--- config.mk ---
export PLATFORM = sky130hd
export DESIGN_NAME = sliding_window_sender
export DESIGN_NICKNAME = d
export VERILOG_FILES = /design/src/hw/rtl/swsnd_pkg.sv /design/src/hw/rtl/sliding_window_sender.sv
export SDC_FILE = /design/constraint.sdc
export NUM_CORES = 1
export LEC_CHECK = 0
export ABC_AREA = 1
export BUFFER_PORTS_ARGS = -buffer_cell sky130_fd_sc_hd__buf_4
export CELL_PAD_IN_SITES_DETAIL_PLACEMENT = 0
export CELL_PAD_IN_SITES_GLOBAL_PLACEMENT = 2
export CORE_MARGIN = 2
export CORE_UTILIZATION = 36
export CTS_CLUSTER_SIZE = 16
export DETAILED_ROUTE_END_ITERATION = 7
export PLACE_DENSITY_LB_ADDON = 0.1
export SYNTH_ARGS = -nofsm -noshare
export SYNTH_HDL_FRONTEND = slang
export SYNTH_SLANG_ARGS = --single-unit
--- constraint.sdc ---
create_clock -name clk -period 9.25 [get_ports clk]
set_input_delay 1.3875 -clock clk [delete_from_list [all_inputs] [get_ports clk]]
set_output_delay 1.3875 -clock clk [all_outputs]
set_load 0.005 [all_outputs]
--- src/hw/rtl/swsnd_pkg.sv ---
// ============================================================================
// swsnd_pkg - shared definitions for the sliding window sender
// Phase and sequencer encodings, packet and event codes, register indexes.
// ============================================================================
package swsnd_pkg;

    localparam int MAX_WINDOW_DEF = 32;

    // transfer phase
    typedef enum logic [2:0] {
        PH_IDLE,
        PH_START,
        PH_DATA,
        PH_END,
        PH_DONE
    } phase_t;

    // sequencer around the shared subtract/compare unit
    typedef enum logic [2:0] {
        SQ_IDLE,
        SQ_ACK_CLAMP,
        SQ_ACK_SLIDE,
        SQ_CHECK,
        SQ_DIST,
        SQ_ROOM,
        SQ_EMIT
    } seq_state_t;

    // send command types
    localparam logic [1:0] PKT_START = 2'd0;
    localparam logic [1:0] PKT_END   = 2'd1;
    localparam logic [1:0] PKT_DATA  = 2'd2;
    localparam logic [1:0] PKT_DONE  = 2'd3;

    // event kinds
    localparam logic [1:0] KIND_GO      = 2'd0;
    localparam logic [1:0] KIND_RX      = 2'd1;
    localparam logic [1:0] KIND_TIMEOUT = 2'd2;

    // received packet type word for ACK
    localparam logic [31:0] RX_ACK = 32'd3;

    // configuration register indexes
    localparam logic [1:0] CFG_WINDOW    = 2'd0;
    localparam logic [1:0] CFG_CHUNKS    = 2'd1;
    localparam logic [1:0] CFG_START_SEQ = 2'd2;

endpackage

--- src/hw/rtl/sliding_window_sender.sv ---
// ============================================================================
// sliding_window_sender - go-back-N sender control
// Takes go / rx packet / timeout events and issues START, DATA, END and
// transfer-complete send commands, one per cycle while the sink is ready, with tlast on the final one.
// ============================================================================
// Timing: START/END/complete replies come out in the cycle after the request; in
// the data phase a request passes SQ_CHECK (then END) or SQ_CHECK, SQ_DIST and
// SQ_ROOM, an ACK first passing SQ_ACK_CLAMP and SQ_ACK_SLIDE, through the shared
// subtract/compare unit, then one DATA per cycle while the sink is ready, n total,
// n <= MAX_WINDOW. A new request is taken only once the sequencer is back in idle.
// Reset: rst_n async low; phase idle, base/next zero, window 1, chunks 0.
module sliding_window_sender #(
    parameter int MAX_WINDOW = swsnd_pkg::MAX_WINDOW_DEF
) (
    input  logic        clk,
    input  logic        rst_n,
    // event requests
    input  logic        s_tvalid,
    output logic        s_tready,
    input  logic [71:0] s_tdata,   // rx_type[31:0], rx_seq[63:32], rx_short[64], zero pad
    input  logic [1:0]  s_tuser,   // kind[1:0]
    // send commands
    output logic        m_tvalid,
    input  logic        m_tready,
    output logic [31:0] m_tdata,   // seq_num[31:0]
    output logic [2:0]  m_tuser,   // pkt_type[1:0], is_retransmit[2]
    output logic        m_tlast,
    // configuration writes
    input  logic        cfg_valid,
    output logic        cfg_ready,
    input  logic [1:0]  cfg_index,
    input  logic [31:0] cfg_data
);

    // count width: holds 0..MAX_WINDOW
    localparam int CW = $clog2(MAX_WINDOW + 1);
    localparam int TW = CW + 1;
    localparam logic [CW-1:0] MAX_C  = CW'(MAX_WINDOW);
    localparam logic [6:0]    MAX_W7 = 7'(MAX_WINDOW);

    // control state
    swsnd_pkg::seq_state_t state_reg, state_next;
    swsnd_pkg::phase_t     phase_reg, phase_next;
    logic [5:0]  win_size_reg, win_size_next;
    logic [31:0] chunk_reg, chunk_next;
    logic [31:0] start_seq_reg, start_seq_next;
    logic [31:0] base_reg, base_next;
    logic [31:0] next_reg, next_next;
    logic        out_valid_reg, out_valid_next;

    // working and payload registers
    logic [31:0] rx_seq_reg, rx_seq_next;
    logic [31:0] acc_reg, acc_next;
    logic        resend_reg, resend_next;
    logic [CW-1:0] dist_reg, dist_next;
    logic [CW-1:0] rcnt_reg, rcnt_next;
    logic [CW-1:0] total_reg, total_next;
    logic [CW-1:0] k_reg, k_next;
    logic [31:0] seq_reg, seq_next;
    logic [1:0]  out_type_reg, out_type_next;
    logic [31:0] out_seq_reg, out_seq_next;
    logic        out_rt_reg, out_rt_next;
    logic        out_last_reg, out_last_next;

    // shared subtract/compare unit
    logic [31:0] op_a, op_b;
    logic [32:0] diff;
    logic        a_lt_b;

    assign diff   = {1'b0, op_a} - {1'b0, op_b};
    assign a_lt_b = diff[32];

    // request decode
    logic [1:0]  kind;
    logic [31:0] rx_type, rx_seq;
    logic        rx_short, is_ack, seq_match, rx_event;

    assign kind      = s_tuser;
    assign rx_type   = s_tdata[31:0];
    assign rx_seq    = s_tdata[63:32];
    assign rx_short  = s_tdata[64];
    assign is_ack    = (kind == swsnd_pkg::KIND_RX) && !rx_short && (rx_type == swsnd_pkg::RX_ACK);
    assign seq_match = is_ack && (rx_seq == start_seq_reg);
    assign rx_event  = (kind == swsnd_pkg::KIND_RX) || (kind == swsnd_pkg::KIND_TIMEOUT);

    // effective window, saturated to 1..MAX_WINDOW
    logic [6:0]    ws_ext, w_eff_wide;
    logic [CW-1:0] w_eff;

    assign ws_ext     = {1'b0, win_size_reg};
    assign w_eff_wide = (ws_ext == 7'd0) ? 7'd1 : ((ws_ext > MAX_W7) ? MAX_W7 : ws_ext);
    assign w_eff      = w_eff_wide[CW-1:0];

    // room math for the setup step (narrow)
    logic [CW-1:0] room, wrem, fill_cnt, resend_cnt, total_calc;
    logic [TW-1:0] sum_cnt;

    always_comb
    begin
        // chunks left after next, capped at MAX_WINDOW
        if (a_lt_b)
            room = '0;
        else if (diff[31:0] >= 32'(MAX_WINDOW))
            room = MAX_C;
        else
            room = diff[CW-1:0];
        // free window slots; a shrunk window leaves none
        wrem       = (w_eff > dist_reg) ? (w_eff - dist_reg) : '0;
        fill_cnt   = (wrem < room) ? wrem : room;
        resend_cnt = resend_reg ? dist_reg : '0;
        sum_cnt    = TW'(resend_cnt) + TW'(fill_cnt);
        total_calc = (sum_cnt > TW'(MAX_WINDOW)) ? MAX_C : sum_cnt[CW-1:0];
    end

    logic slot_free;
    logic emit_rt, emit_last;

    assign slot_free = !out_valid_reg || m_tready;
    assign emit_rt   = k_reg < rcnt_reg;
    assign emit_last = (TW'(k_reg) + TW'(1)) == TW'(total_reg);

    // outputs and operand select
    always_comb
    begin
        s_tready  = (state_reg == swsnd_pkg::SQ_IDLE) && slot_free;
        cfg_ready = 1'b1;
        m_tvalid  = out_valid_reg;
        m_tdata   = out_seq_reg;
        m_tuser   = {out_rt_reg, out_type_reg};
        m_tlast   = out_last_reg;
        case (state_reg)
            swsnd_pkg::SQ_ACK_CLAMP:
            begin
                op_a = rx_seq_reg;
                op_b = next_reg;
            end
            swsnd_pkg::SQ_ACK_SLIDE:
            begin
                op_a = base_reg;
                op_b = acc_reg;
            end
            swsnd_pkg::SQ_CHECK:
            begin
                op_a = base_reg;
                op_b = chunk_reg;
            end
            swsnd_pkg::SQ_DIST:
            begin
                op_a = next_reg;
                op_b = base_reg;
            end
            swsnd_pkg::SQ_ROOM:
            begin
                op_a = chunk_reg;
                op_b = next_reg;
            end
            default:
            begin
                op_a = '0;
                op_b = '0;
            end
        endcase
    end

    // next state
    always_comb
    begin
        state_next     = state_reg;
        phase_next     = phase_reg;
        win_size_next  = win_size_reg;
        chunk_next     = chunk_reg;
        start_seq_next = start_seq_reg;
        base_next      = base_reg;
        next_next      = next_reg;
        rx_seq_next    = rx_seq_reg;
        acc_next       = acc_reg;
        resend_next    = resend_reg;
        dist_next      = dist_reg;
        rcnt_next      = rcnt_reg;
        total_next     = total_reg;
        k_next         = k_reg;
        seq_next       = seq_reg;
        out_type_next  = out_type_reg;
        out_seq_next   = out_seq_reg;
        out_rt_next    = out_rt_reg;
        out_last_next  = out_last_reg;
        out_valid_next = out_valid_reg && !m_tready;

        if (cfg_valid && cfg_ready)
        begin
            case (cfg_index)
                swsnd_pkg::CFG_WINDOW:    win_size_next  = cfg_data[5:0];
                swsnd_pkg::CFG_CHUNKS:    chunk_next     = cfg_data;
                swsnd_pkg::CFG_START_SEQ: start_seq_next = cfg_data;
                default: ;
            endcase
        end

        case (state_reg)
            swsnd_pkg::SQ_IDLE:
            begin
                if (s_tvalid && s_tready)
                begin
                    case (phase_reg)
                        swsnd_pkg::PH_START:
                        begin
                            if (rx_event && seq_match)
                            begin
                                phase_next  = swsnd_pkg::PH_DATA;
                                base_next   = '0;
                                next_next   = '0;
                                resend_next = 1'b0;
                                state_next  = swsnd_pkg::SQ_CHECK;
                            end
                            else if (rx_event)
                            begin
                                out_valid_next = 1'b1;
                                out_type_next  = swsnd_pkg::PKT_START;
                                out_seq_next   = start_seq_reg;
                                out_rt_next    = 1'b1;
                                out_last_next  = 1'b1;
                            end
                        end
                        swsnd_pkg::PH_DATA:
                        begin
                            if (rx_event)
                            begin
                                rx_seq_next = rx_seq;
                                resend_next = 1'b1;
                                state_next  = is_ack ? swsnd_pkg::SQ_ACK_CLAMP
                                                     : swsnd_pkg::SQ_CHECK;
                            end
                        end
                        swsnd_pkg::PH_END:
                        begin
                            if (rx_event)
                            begin
                                out_valid_next = 1'b1;
                                out_last_next  = 1'b1;
                                if (seq_match)
                                begin
                                    phase_next    = swsnd_pkg::PH_DONE;
                                    out_type_next = swsnd_pkg::PKT_DONE;
                                    out_seq_next  = '0;
                                    out_rt_next   = 1'b0;
                                end
                                else
                                begin
                                    out_type_next = swsnd_pkg::PKT_END;
                                    out_seq_next  = start_seq_reg;
                                    out_rt_next   = 1'b1;
                                end
                            end
                        end
                        default:
                        begin
                            // idle or done: only go starts a transfer
                            if (kind == swsnd_pkg::KIND_GO)
                            begin
                                phase_next     = swsnd_pkg::PH_START;
                                base_next      = '0;
                                next_next      = '0;
                                out_valid_next = 1'b1;
                                out_type_next  = swsnd_pkg::PKT_START;
                                out_seq_next   = start_seq_reg;
                                out_rt_next    = 1'b0;
                                out_last_next  = 1'b1;
                            end
                        end
                    endcase
                end
            end
            swsnd_pkg::SQ_ACK_CLAMP:
            begin
                // ack clamped to next
                acc_next   = a_lt_b ? rx_seq_reg : next_reg;
                state_next = swsnd_pkg::SQ_ACK_SLIDE;
            end
            swsnd_pkg::SQ_ACK_SLIDE:
            begin
                if (a_lt_b)
                begin
                    base_next   = acc_reg;
                    resend_next = 1'b0;
                end
                state_next = swsnd_pkg::SQ_CHECK;
            end
            swsnd_pkg::SQ_CHECK:
            begin
                if (!a_lt_b)
                begin
                    // base at or past chunk count: drop in-flight, send END
                    if (slot_free)
                    begin
                        phase_next     = swsnd_pkg::PH_END;
                        out_valid_next = 1'b1;
                        out_type_next  = swsnd_pkg::PKT_END;
                        out_seq_next   = start_seq_reg;
                        out_rt_next    = 1'b0;
                        out_last_next  = 1'b1;
                        state_next     = swsnd_pkg::SQ_IDLE;
                    end
                end
                else
                begin
                    state_next = swsnd_pkg::SQ_DIST;
                end
            end
            swsnd_pkg::SQ_DIST:
            begin
                // in-flight count, never above MAX_WINDOW
                dist_next  = diff[CW-1:0];
                state_next = swsnd_pkg::SQ_ROOM;
            end
            swsnd_pkg::SQ_ROOM:
            begin
                total_next = total_calc;
                rcnt_next  = resend_cnt;
                k_next     = '0;
                seq_next   = resend_reg ? base_reg : next_reg;
                state_next = (total_calc == '0) ? swsnd_pkg::SQ_IDLE : swsnd_pkg::SQ_EMIT;
            end
            swsnd_pkg::SQ_EMIT:
            begin
                if (slot_free)
                begin
                    out_valid_next = 1'b1;
                    out_type_next  = swsnd_pkg::PKT_DATA;
                    out_seq_next   = seq_reg;
                    out_rt_next    = emit_rt;
                    out_last_next  = emit_last;
                    if (!emit_rt)
                        next_next = seq_reg + 32'd1;
                    seq_next = seq_reg + 32'd1;
                    k_next   = k_reg + CW'(1);
                    if (emit_last)
                        state_next = swsnd_pkg::SQ_IDLE;
                end
            end
            default:
            begin
                state_next = swsnd_pkg::SQ_IDLE;
            end
        endcase
    end

    always_ff @(posedge clk or negedge rst_n)
    begin
        if (!rst_n)
        begin
            state_reg     <= swsnd_pkg::SQ_IDLE;
            phase_reg     <= swsnd_pkg::PH_IDLE;
            win_size_reg  <= 6'd1;
            chunk_reg     <= '0;
            start_seq_reg <= '0;
            base_reg      <= '0;
            next_reg      <= '0;
            out_valid_reg <= 1'b0;
        end
        else
        begin
            state_reg     <= state_next;
            phase_reg     <= phase_next;
            win_size_reg  <= win_size_next;
            chunk_reg     <= chunk_next;
            start_seq_reg <= start_seq_next;
            base_reg      <= base_next;
            next_reg      <= next_next;
            out_valid_reg <= out_valid_next;
        end
    end

    always_ff @(posedge clk)
    begin
        rx_seq_reg   <= rx_seq_next;
        acc_reg      <= acc_next;
        resend_reg   <= resend_next;
        dist_reg     <= dist_next;
        rcnt_reg     <= rcnt_next;
        total_reg    <= total_next;
        k_reg        <= k_next;
        seq_reg      <= seq_next;
        out_type_reg <= out_type_next;
        out_seq_reg  <= out_seq_next;
        out_rt_reg   <= out_rt_next;
        out_last_reg <= out_last_next;
    end

endmodule

* Word level (Yosys, flattened, before mapping)
Index checks and enable logic that the tools add are counted.
Storage, ports and cells: bits in registers 298, logic and storage cells 204
Cells by class: add/sub/neg operators 6, $lt $le $gt $ge 6, equal/unequal tests 35, multiplexer cells 100, reductions and logical operators 37
Operator list (number):
- 2-to-1 mux 32 bit | 18
- case mux 32 bit (2 select lines) | 4
- case mux 32 bit (4 select lines) | 2
- case mux 32 bit (3 select lines) | 2
- 2-to-1 mux 6 bit | 9
- 2-to-1 mux 3 bit | 15
- subtractor 32 x 32 -> 33 bit | 1
- adder 32 x 1 -> 32 bit (second input constant) | 1
- equality test 32 x 2 -> 1 bit (second input constant) | 1
- equality test 32 bit | 1
- >= comparator 32 x 6 -> 1 bit (second input constant) | 1
- 2-to-1 mux 1 bit | 25
- inequality test 3 bit (second input constant) | 7
- case mux 3 bit (7 select lines) | 1
- 2-to-1 mux 2 bit | 10
- case mux 1 bit (3 select lines) | 6
- inequality test 2 bit (second input constant) | 8
- AND reduction 7 bit | 2
- equality test 3 x 2 -> 1 bit (second input constant) | 4
- < comparator 6 bit | 2
- case mux 2 bit (3 select lines) | 2
- case mux 3 bit (2 select lines) | 2
- case mux 6 bit (2 select lines) | 1
- AND reduction 6 bit | 2
- other kinds (32) | 57

* Logic depth before layout (Yosys ltp)
Gate-level depths: netlist (run 1).
depth after elaboration 15, depth in mapped cells 47, gate-level depth less buffers 46

* Worst setup path after synthesis (run 1)
OpenSTA, ideal clock, no wires.
path kind flip-flop to flip-flop, from register state_reg[1], to register state_reg[2], arrival time 6.996 ns, data required time 9.122 ns, slack 2.126 ns, cell stages (with the launch flop) 41, period minus slack after synthesis 7.124 ns, cells stage by stage dfrtp_1 > nor2_1 > clkinv_1 > nor2_2 > clkbuf_1 > a22oi_1 > o211ai_1 > ha_1 > nand2_1 > inv_1 > a21oi_1 > nand2_1 > a21oi_1 > nand3b_1 > nand2_1 > nand2_1 > nor2_1 > nand3_1 > [5 not listed] > a21oi_1 > nor2_1 > a211oi_1 > nand2_4 > nand2_1 > nand2_1 > ha_1 > fa_1 > nand3_1 > nand2_1 > xor2_1 > nor2_1 > a21o_1 > and2_1 > nand2_1 > nand3_1 > a21oi_1 > nand3_1
Between the ends: word-level cells in the longest chain between the ends 15, elaborated cells between the ends (all ways) 34, those cells by class add/sub: 2; order compare: 3; eq/ne: 13; mux: 9; reduce/logical: 7
Ends and longest elaborated chain:
- start, declared | line sliding_window_sender.sv:42 | swsnd_pkg::seq_state_t state_reg, state_next;
- start signal, assigned | line sliding_window_sender.sv:351 | state_reg <= swsnd_pkg::SQ_IDLE;
- start signal, assigned | line sliding_window_sender.sv:362 | state_reg <= state_next;
- equality test 3 x 2 -> 1 bit, or another cell as far along | line sliding_window_sender.sv:131, sliding_window_sender.sv:199
- OR reduction 2 bit (no line)
- case mux 32 bit (4 select lines) | line sliding_window_sender.sv:131 | case (state_reg)
- subtractor 32 x 32 -> 33 bit | line sliding_window_sender.sv:70 | assign diff = {1'b0, op_a} - {1'b0, op_b};
- >= comparator 32 x 6 -> 1 bit | line sliding_window_sender.sv:103 | else if (diff[31:0] >= 32'(MAX_WINDOW))
- 2-to-1 mux 6 bit | line sliding_window_sender.sv:103
- 2-to-1 mux 6 bit | line sliding_window_sender.sv:101 | if (a_lt_b)
- < comparator 6 bit | line sliding_window_sender.sv:109 | fill_cnt = (wrem < room) ? wrem : room;
- 2-to-1 mux 6 bit | line sliding_window_sender.sv:109
- adder 6 x 6 -> 7 bit | line sliding_window_sender.sv:111 | sum_cnt = TW'(resend_cnt) + TW'(fill_cnt);
- > comparator 7 x 6 -> 1 bit | line sliding_window_sender.sv:112 | total_calc = (sum_cnt > TW'(MAX_WINDOW)) ? MAX_C : sum_cnt[CW-1:0];
- 2-to-1 mux 6 bit | line sliding_window_sender.sv:112
- logical NOT 6 bit | line sliding_window_sender.sv:321 | state_next = (total_calc == '0) ? swsnd_pkg::SQ_IDLE : swsnd_pkg::SQ_EMIT;
- 2-to-1 mux 3 bit | line sliding_window_sender.sv:321
- case mux 3 bit (7 select lines) | line sliding_window_sender.sv:199 | case (state_reg)
Parallel ways exist; a longest one is shown, timed or not. A chain may end at the register's enable or synchronous reset.

* Worst setup path in the final report (run 1)
from register state_reg[0], to register state_reg[2]
Same word-level chain as after synthesis.

==> results of run 1 <==
## cells in the mapped netlist, types with 8 or more instances
library cell | n | area, sq um
nor2_1 | 159 | 597
nand4_1 | 25 | 156
a211oi_1 | 32 | 240
o211ai_1 | 18 | 135
nor3_1 | 21 | 105
or2_2 | 12 | 75.1
nand3b_1 | 9 | 67.6
nand2_2 | 31 | 194
inv_2 | 12 | 45.0
xnor2_1 | 28 | 245
nand3_2 | 8 | 80.1
ha_1 | 58 | 726
o21ai_1 | 14 | 70.1
a22oi_1 | 14 | 105
edfxtp_1 | 157 | 4710
nand2_1 | 588 | 2210
o21ai_0 | 216 | 1080
a221o_1 | 16 | 160
nand3_1 | 79 | 395
a21oi_1 | 53 | 265
clkbuf_1 | 65 | 244
o22ai_1 | 79 | 494
o21ai_2 | 24 | 210
dfrtp_1 | 140 | 3500
nor4_1 | 13 | 81.3
xor2_1 | 11 | 96.3
inv_1 | 410 | 1540
nor2_2 | 14 | 87.6
## cell families after synthesis
family                     after synthesis  share of synthesized area
and+or+nand+nor                        977                      0.228
xor gates and xnor gates                39                     0.0184
AOI/OAI and AO/OA                      494                      0.161
other                                    1                   0.000202
buffers and inverters                  507                      0.106
adders and majority gates               61                     0.0424
DFF                                    298                      0.445
## power groups by stage
| stage | clock [uW] | combinational, uW | sequential (uW) |
|---|---|---|---|
| global placement | 0 | 5390 | 2230 |
| floorplan | 0 | 3730 | 2180 |
| CTS | 1470 | 5440 | 2220 |
| detailed placement | 0 | 5410 | 2230 |
| finish | 1430 | 5410 | 2220 |
| global route | 1510 | 6140 | 2260 |
## cell type report
| type | instances | area [sq um] |
|---|---|---|
| fill | 5376 | 29600 |
| multi-input combinational | 1572 | 8410 |
| sequential | 298 | 8240 |
| inverter | 426 | 1600 |
| timing repair buffer | 168 | 1260 |
| clock buffer | 52 | 1040 |
| tap | 680 | 851 |
| clock inverter | 14 | 126 |
## per-layer routing
layer	vias up	part of all wire
li1	8089	-
met1	7744	0.49
met2	528	0.41
met3	86	0.066
met4	0	0.027
met5	-	0
## per-stage QoR
stage | hold WS (ns) | utilization | instances
after floorplan | 0.453 | - | 2377
after CTS | 0.489 | 0.422 | 3210
after detailed placement | 0.474 | 0.399 | 3144
after global routing | 0.512 | 0.422 | 3210
final | 0.487 | 0.422 | 3210
after global placement | 0.466 | 0.399 | 3144
## worst min-delay path by stage
stage	startpoint	end	slack [ns]	cells past startpoint
2_1_floorplan	next_reg[11]	next_reg[11]	0.45	2
3_3_place_gp	next_reg[13]	next_reg[13]	0.47	2
3_5_place_dp	start_seq_reg[28]	start_seq_reg[28]	0.47	2
4_1_cts	start_seq_reg[28]	start_seq_reg[28]	0.49	2
5_1_grt	next_reg[15]	next_reg[15]	0.51	2
6_report	start_seq_reg[21]	start_seq_reg[21]	0.49	2
## critical path, delay by kind of cell (launching register included)
kind                     cells  cell delay [ns]
flip-flops                   1             0.40
adder cells (fa/ha/maj)      4             1.38
AO/OA/AOI/OAI                4             0.70
buffers and inverters        8             1.44
AND/OR/NAND/NOR             29             3.42
XOR/XNOR                     1             0.25
==> out/metrics.yaml, run 1 <==
status:
  outcome: "finished clean"
global_route:
  grt_max_degree: 65
  grt_pass1_vias: 16100
  grt_pass1_wl_mm: 98.9
  grt_use_met2: 0.359
  track_usage: 0.247
  grt_overflow: 0
  antenna_found_initial: 0
  gr-max-usage-layer: "met1"
  grtUsageMet3: 0.0375
  met1_usage: 0.374
power_and_ir_drop:
  power.density_nw_per_um2: 421
  total_power_uw: 9060
  p_int_uw: 4460
  combPwrFrac: 0.597
  sw_frac_of_total: 0.508
  power_frac_seq: 0.245
  p_clk_frac: 0.158
  max-vdd-ir-drop_v: 0.000264
  p_leak_uw: 0.00999
  switchingPower_uw: 4600
sta:
  fin_crit_ns: 7.73
  finalSetupViolations: 0
  drv_slew: 0
  fin_ws_ns: 1.52
  rsz0062_at_grt: "false"
  clock.fmax_mhz: 129
  hold_viol: 0
  tns_ns: 0
  slew_headroom: 0.306
  finalCritPeriodShare: 0.836
  finClkSkew_ns: 0.0243
  tightest_slew_ns: 1.04
logic_synthesis:
  synthFlopType: "edfxtp_1"
  async_reset_ff_frac: 0.473
  synth_area_sq_um: 18500
  synth_seq_cells: 298
  ys_types: 59
  synth_edf_count: 157
  ys_seq_area_frac: 0.445
  avgSynthCellArea_sq_um: 7.80
  netlist_instances: 2377
  syn_nets: 2551
  yosysWarningCount: 0
finish:
  area_growth_syn_to_layout_pct: 16.2
  nets: 2676
  drive_gt1_frac: 0.140
  n_antenna_cell: 0
  final_common_cell: "nand2_1"
  stdcell_area_sq_um: 21500
  most-common-layout-cells: "nand2_1 (587), inv_1 (409), o21ai_0 (216), buf_4 (167), edfxtp_1 (157)"
critical_path:
  reg2reg_depth: 46
  cp-end-kind: "flop"
  crit_fanout: 30
  crit_start: "state_reg[0]"
  start_kind: "flop"
  crit_end: "state_reg[2]"
  slowest_delay_ns: 0.69
  cpMostUsedCell: "nand2_1"
  timing.rr.end: "state_reg[2]"
  r2r_start: "state_reg[0]"
  required_ns: 9.68
  cp_slowest_cell: "nor4_1"
  ff2ff_setup_slack_ns: 1.52
  worstSetupPathType: "flop to flop"
  arrival_ns: 8.16
clock_tree:
  insertion_delay_ns: 0.56
  post_cts_resized: 0
  cts_tree: "built"
  cts_sinks: 298
  cts_buffer_depth: 3
  cts.htree.levels: 2
  path_clk_slew_ns: 0.06
  post-cts-setup-buffers: 0
  cts_buffers: 36
  hold_buffers: 0
  root_buffer: "clkbuf_16"
place:
  place_ws_ns: 1.48
  place_congestion: 0.852
  place_area_sq_um: 20400
  port_buffers: 143
  dp_hpwl_mm: 47.8
floorplan:
  core_sq_um: 51100
  initial_core_util: 0.363
  num_rows: 83
  die-area_sq_um: 53300
  die_h_microns: 231
  ios: 152
  die_w_microns: 231
routing:
  drt_first_pass_iters: 5
  vias_per_cell: 5.12
  drcViolationCount: 0
  drt_iter0_drc: 1310
  vias: 16400
  post_drt_wl_per_cell_microns: 20.3
  ant_nets: 0
  postRouteWirelength_mm: 65.0
hold_path:
  hp-class: "flop to flop"
flow_run:
  drv_cap: 0
(Power assumes the default switching activity.)
==> inputs of run 2 (changes only) <==
ABC_AREA = 0   (was 1)
CORE_UTILIZATION = 40   (was 36)
clock period = 7.54 ns   (was 9.25 ns; I/O delays follow)
==> out/metrics.yaml, run 2 <==
global_route:
  grtUsageMet3: 0.0361  # -0.00149
  grt_use_met2: 0.410  # +0.0506
  grt_pass1_wl_mm: 94.6  # -4.4%
  gr-max-usage-layer: "met2"
  grt_pass1_vias: 15400  # -4.3%
  grt_overflow: 0  # unchanged
  met1_usage: 0.393  # +0.0185
  grt_max_degree: 83  # +28%
  antenna_found_initial: 2  # +2
  track_usage: 0.268  # +0.0212
finish:
  n_fill_cell: 4124  # -23%
  nets: 2340  # -13%
  multi_input_area_sq_um: 10200  # +21%
  drive_gt1_frac: 0.361  # +0.221
  register_area_sq_um: 8250  # about the same
  final_common_cell: "buf_4"
  area_growth_syn_to_layout_pct: 34.0
  stdcell_count: 2793  # -13%
  most-common-layout-cells: "buf_4 (406), nand2_1 (199), edfxtp_1 (157), dfrtp_1 (139), mux2_2 (102)"
  stdcell_area_sq_um: 24300  # +13%
logic_synthesis:
  synth.most_common_cell: "nand2_1"
  synth_top_area_frac: 0.260  # +0.00560
  synth_seq_cells: 298  # unchanged
  synth_area_sq_um: 18100  # -2.2%
  syn_nets: 1960  # -23%
  synthTopCellsByArea: "edfxtp_1 (26%), dfrtp_1 (19%), mux2_2 (6.3%), mux2i_1 (4.5%), nand2_1 (4.5%)"
  ys_types: 87  # +47%
  synth_edf_count: 157  # unchanged
  netlist_instances: 1786  # -25%
  yosysWarningCount: 0  # unchanged
  async_reset_ff_frac: 0.473  # unchanged
  avgSynthCellArea_sq_um: 10.2  # +30%
  synth_common_cells: "nand2_1 (218), edfxtp_1 (157), dfrtp_1 (140)"
  yosysTopAreaCell: "edfxtp_1"
  synthFlopType: "edfxtp_1"
  ys_seq_area_frac: 0.454  # +0.00978
floorplan:
  num_rows: 78  # -6.0%
  ios: 152  # unchanged
  die-area_sq_um: 47100  # -12%
  core_sq_um: 45100  # -12%
  die_w_microns: 217  # -6.1%
  die_h_microns: 217  # -6.1%
  initial_core_util: 0.402  # +0.0395
power_and_ir_drop:
  power.density_nw_per_um2: 596  # +42%
  max-vdd-ir-drop_v: 0.000287  # +8.7%
  p_leak_uw: 0.0101  # +1.0%
sta:
  fin_ws_ns: 0.124  # -1.39 ns
  slew_headroom: 0.266  # -0.0397
  tightest_slew_ns: 1.10  # +0.0596 ns
  clock.fmax_mhz: 135  # +4.3%
  finalSetupViolations: 0  # unchanged
  rsz0062_at_grt: "true"
  hold_viol: 0  # unchanged
  finalCritPeriodShare: 0.984  # +0.148
  finClkSkew_ns: 0.0237  # -0.000605 ns
  drv_slew: 0  # unchanged
  fin_crit_ns: 7.42  # -0.316 ns
  tns_ns: 0  # unchanged
clock_tree:
  cts_sinks: 298  # unchanged
  cts_buffer_depth: 3  # unchanged
  root_buffer: "clkbuf_16"
  path_clk_slew_ns: 0.06  # about the same
  cts_buffers: 35  # -2.8%
  cts_tree: "built"
  insertion_delay_ns: 0.56  # about the same
  hold_buffers: 0  # unchanged
  cts.htree.levels: 2  # unchanged
routing:
  vias_per_cell: 5.54  # +8.2%
  post_drt_wl_per_cell_microns: 23.0  # +14%
  postRouteWirelength_mm: 64.4  # -1.0%
  vias: 15500  # -5.8%
  drcViolationCount: 0  # unchanged
  drt_first_pass_iters: 5  # unchanged
  drt_iter0_drc: 1236  # -5.6%
  ant_nets: 0  # unchanged
status:
  outcome: "finished clean"
critical_path:
  start_kind: "flop"
  worstSetupPathType: "flop to flop"
  cp_slowest_cell: "ha_2"
  cp-end-kind: "flop"
  arrival_ns: 7.85  # -0.31 ns
  ff2ff_setup_slack_ns: 0.12  # -1.39 ns
  path_delay_family: "simple AND/OR/NAND/NOR gates"
  timing.rr.end: "state_reg[2]"
  crit_start: "state_reg[0]"
  crit_fanout: 7  # -77%
  reg2reg_depth: 41  # -11%
  required_ns: 7.97  # -1.71 ns
  r2r_start: "state_reg[0]"
  slowest_delay_ns: 0.39  # -0.30 ns
  path_buf_inv: 10  # +2
  cpMostUsedCell: "buf_4"
place:
  port_buffers: 143  # unchanged
  place_ws_ns: -0.292  # -1.77 ns
  placed_cells: 2688  # -15%
  place_congestion: 0.897  # +5.3%
  place_area_sq_um: 21600  # +6.2%
  dp_hpwl_mm: 47.0  # -1.8%
hold_path:
  worstHoldEndpoint: "base_reg[14]"
  holdCritStartpoint: "acc_reg[14]"
  whs_path_depth: 2  # unchanged
  hp-class: "flop to flop"
flow_run:
  drv_cap: 0  # unchanged
## run 2: worst register-to-register path: cells and delay by family, from the launching register on
kind            cells  cell delay (ns)
buf+inv            10             1.38
xor+xnor            1             0.07
flops               1             0.37
simple gates       16             2.44
fa+ha+maj           3             0.97
compound gates     11             2.08
## run 2: per-stage QoR
stage | hold slack (ns) | power (uW) | util
4_1_cts | 0.534 | 13400 | 0.511
5_1_grt | 0.552 | 15400 | 0.539
3_3_place_gp | 0.512 | 11400 | 0.480
3_5_place_dp | 0.525 | 11400 | 0.480
6_report | 0.539 | 14500 | 0.539
2_1_floorplan | 0.493 | 7320 | -
## run 2: cell type report
| cell class | instances | share of cell area |
|---|---|---|
| clock inverter | 12 | 0.00520 |
| tap | 600 | 0.0309 |
| antenna | 2 | 0.000206 |
| multi-input combinational | 1295 | 0.419 |
| clock buffer | 50 | 0.0408 |
| inverter | 95 | 0.0148 |
| timing repair buffer | 441 | 0.150 |
| sequential | 298 | 0.339 |
## run 2: cell families (layout without fill, tap and decap cells)
kind of cell,after synthesis,after routing,synth area share
buffers and inverters,193,598,0.0436
DFF,298,298,0.454
and+or+nand+nor,541,541,0.146
muxes,186,186,0.110
other,1,3,0.000207
xor gates and xnor gates,87,87,0.0420
adders and majority gates,61,61,0.0433
AOI/OAI and AO/OA,419,419,0.161
## run 2: how the worst max path moves through the flow
stage,to,cells after the start,slack (ns)
2_1_floorplan,state_reg[1],40,0.1
3_3_place_gp,state_reg[2],38,-0.21
3_5_place_dp,state_reg[1],37,-0.29
4_1_cts,state_reg[1],39,0.01
5_1_grt,state_reg[1],42,-0.24
6_report,state_reg[2],41,0.12
## run 2: what timing repair did
| item | CTS | global route |
|---|---|---|
| cloned | 2 | 4 |
| buffers inserted | 4 | 32 |
| endpoints found under the setup margin | 5 | 8 |
| gates resized for setup | 37 | 183 |
| pin swaps | 10 | 71 |
| hold endpoints to repair | 0 | 0 |
## run 2: where the power goes
| group | total (uW) | leakage (uW) | internal (uW) | switching (uW) |
|---|---|---|---|---|
| registers | 2780 | 0.00323 | 2390 | 384 |
| clock network | 1690 | 0.000551 | 990 | 699 |
| logic | 10000 | 0.00630 | 4810 | 5210 |
## run 2: layer usage
| layer | vias up | share of wire |
|---|---|---|
| met5 | - | 0 |
| met4 | 0 | 0.027 |
| met3 | 87 | 0.046 |
| met2 | 445 | 0.45 |
| met1 | 7613 | 0.48 |
| li1 | 7342 | - |
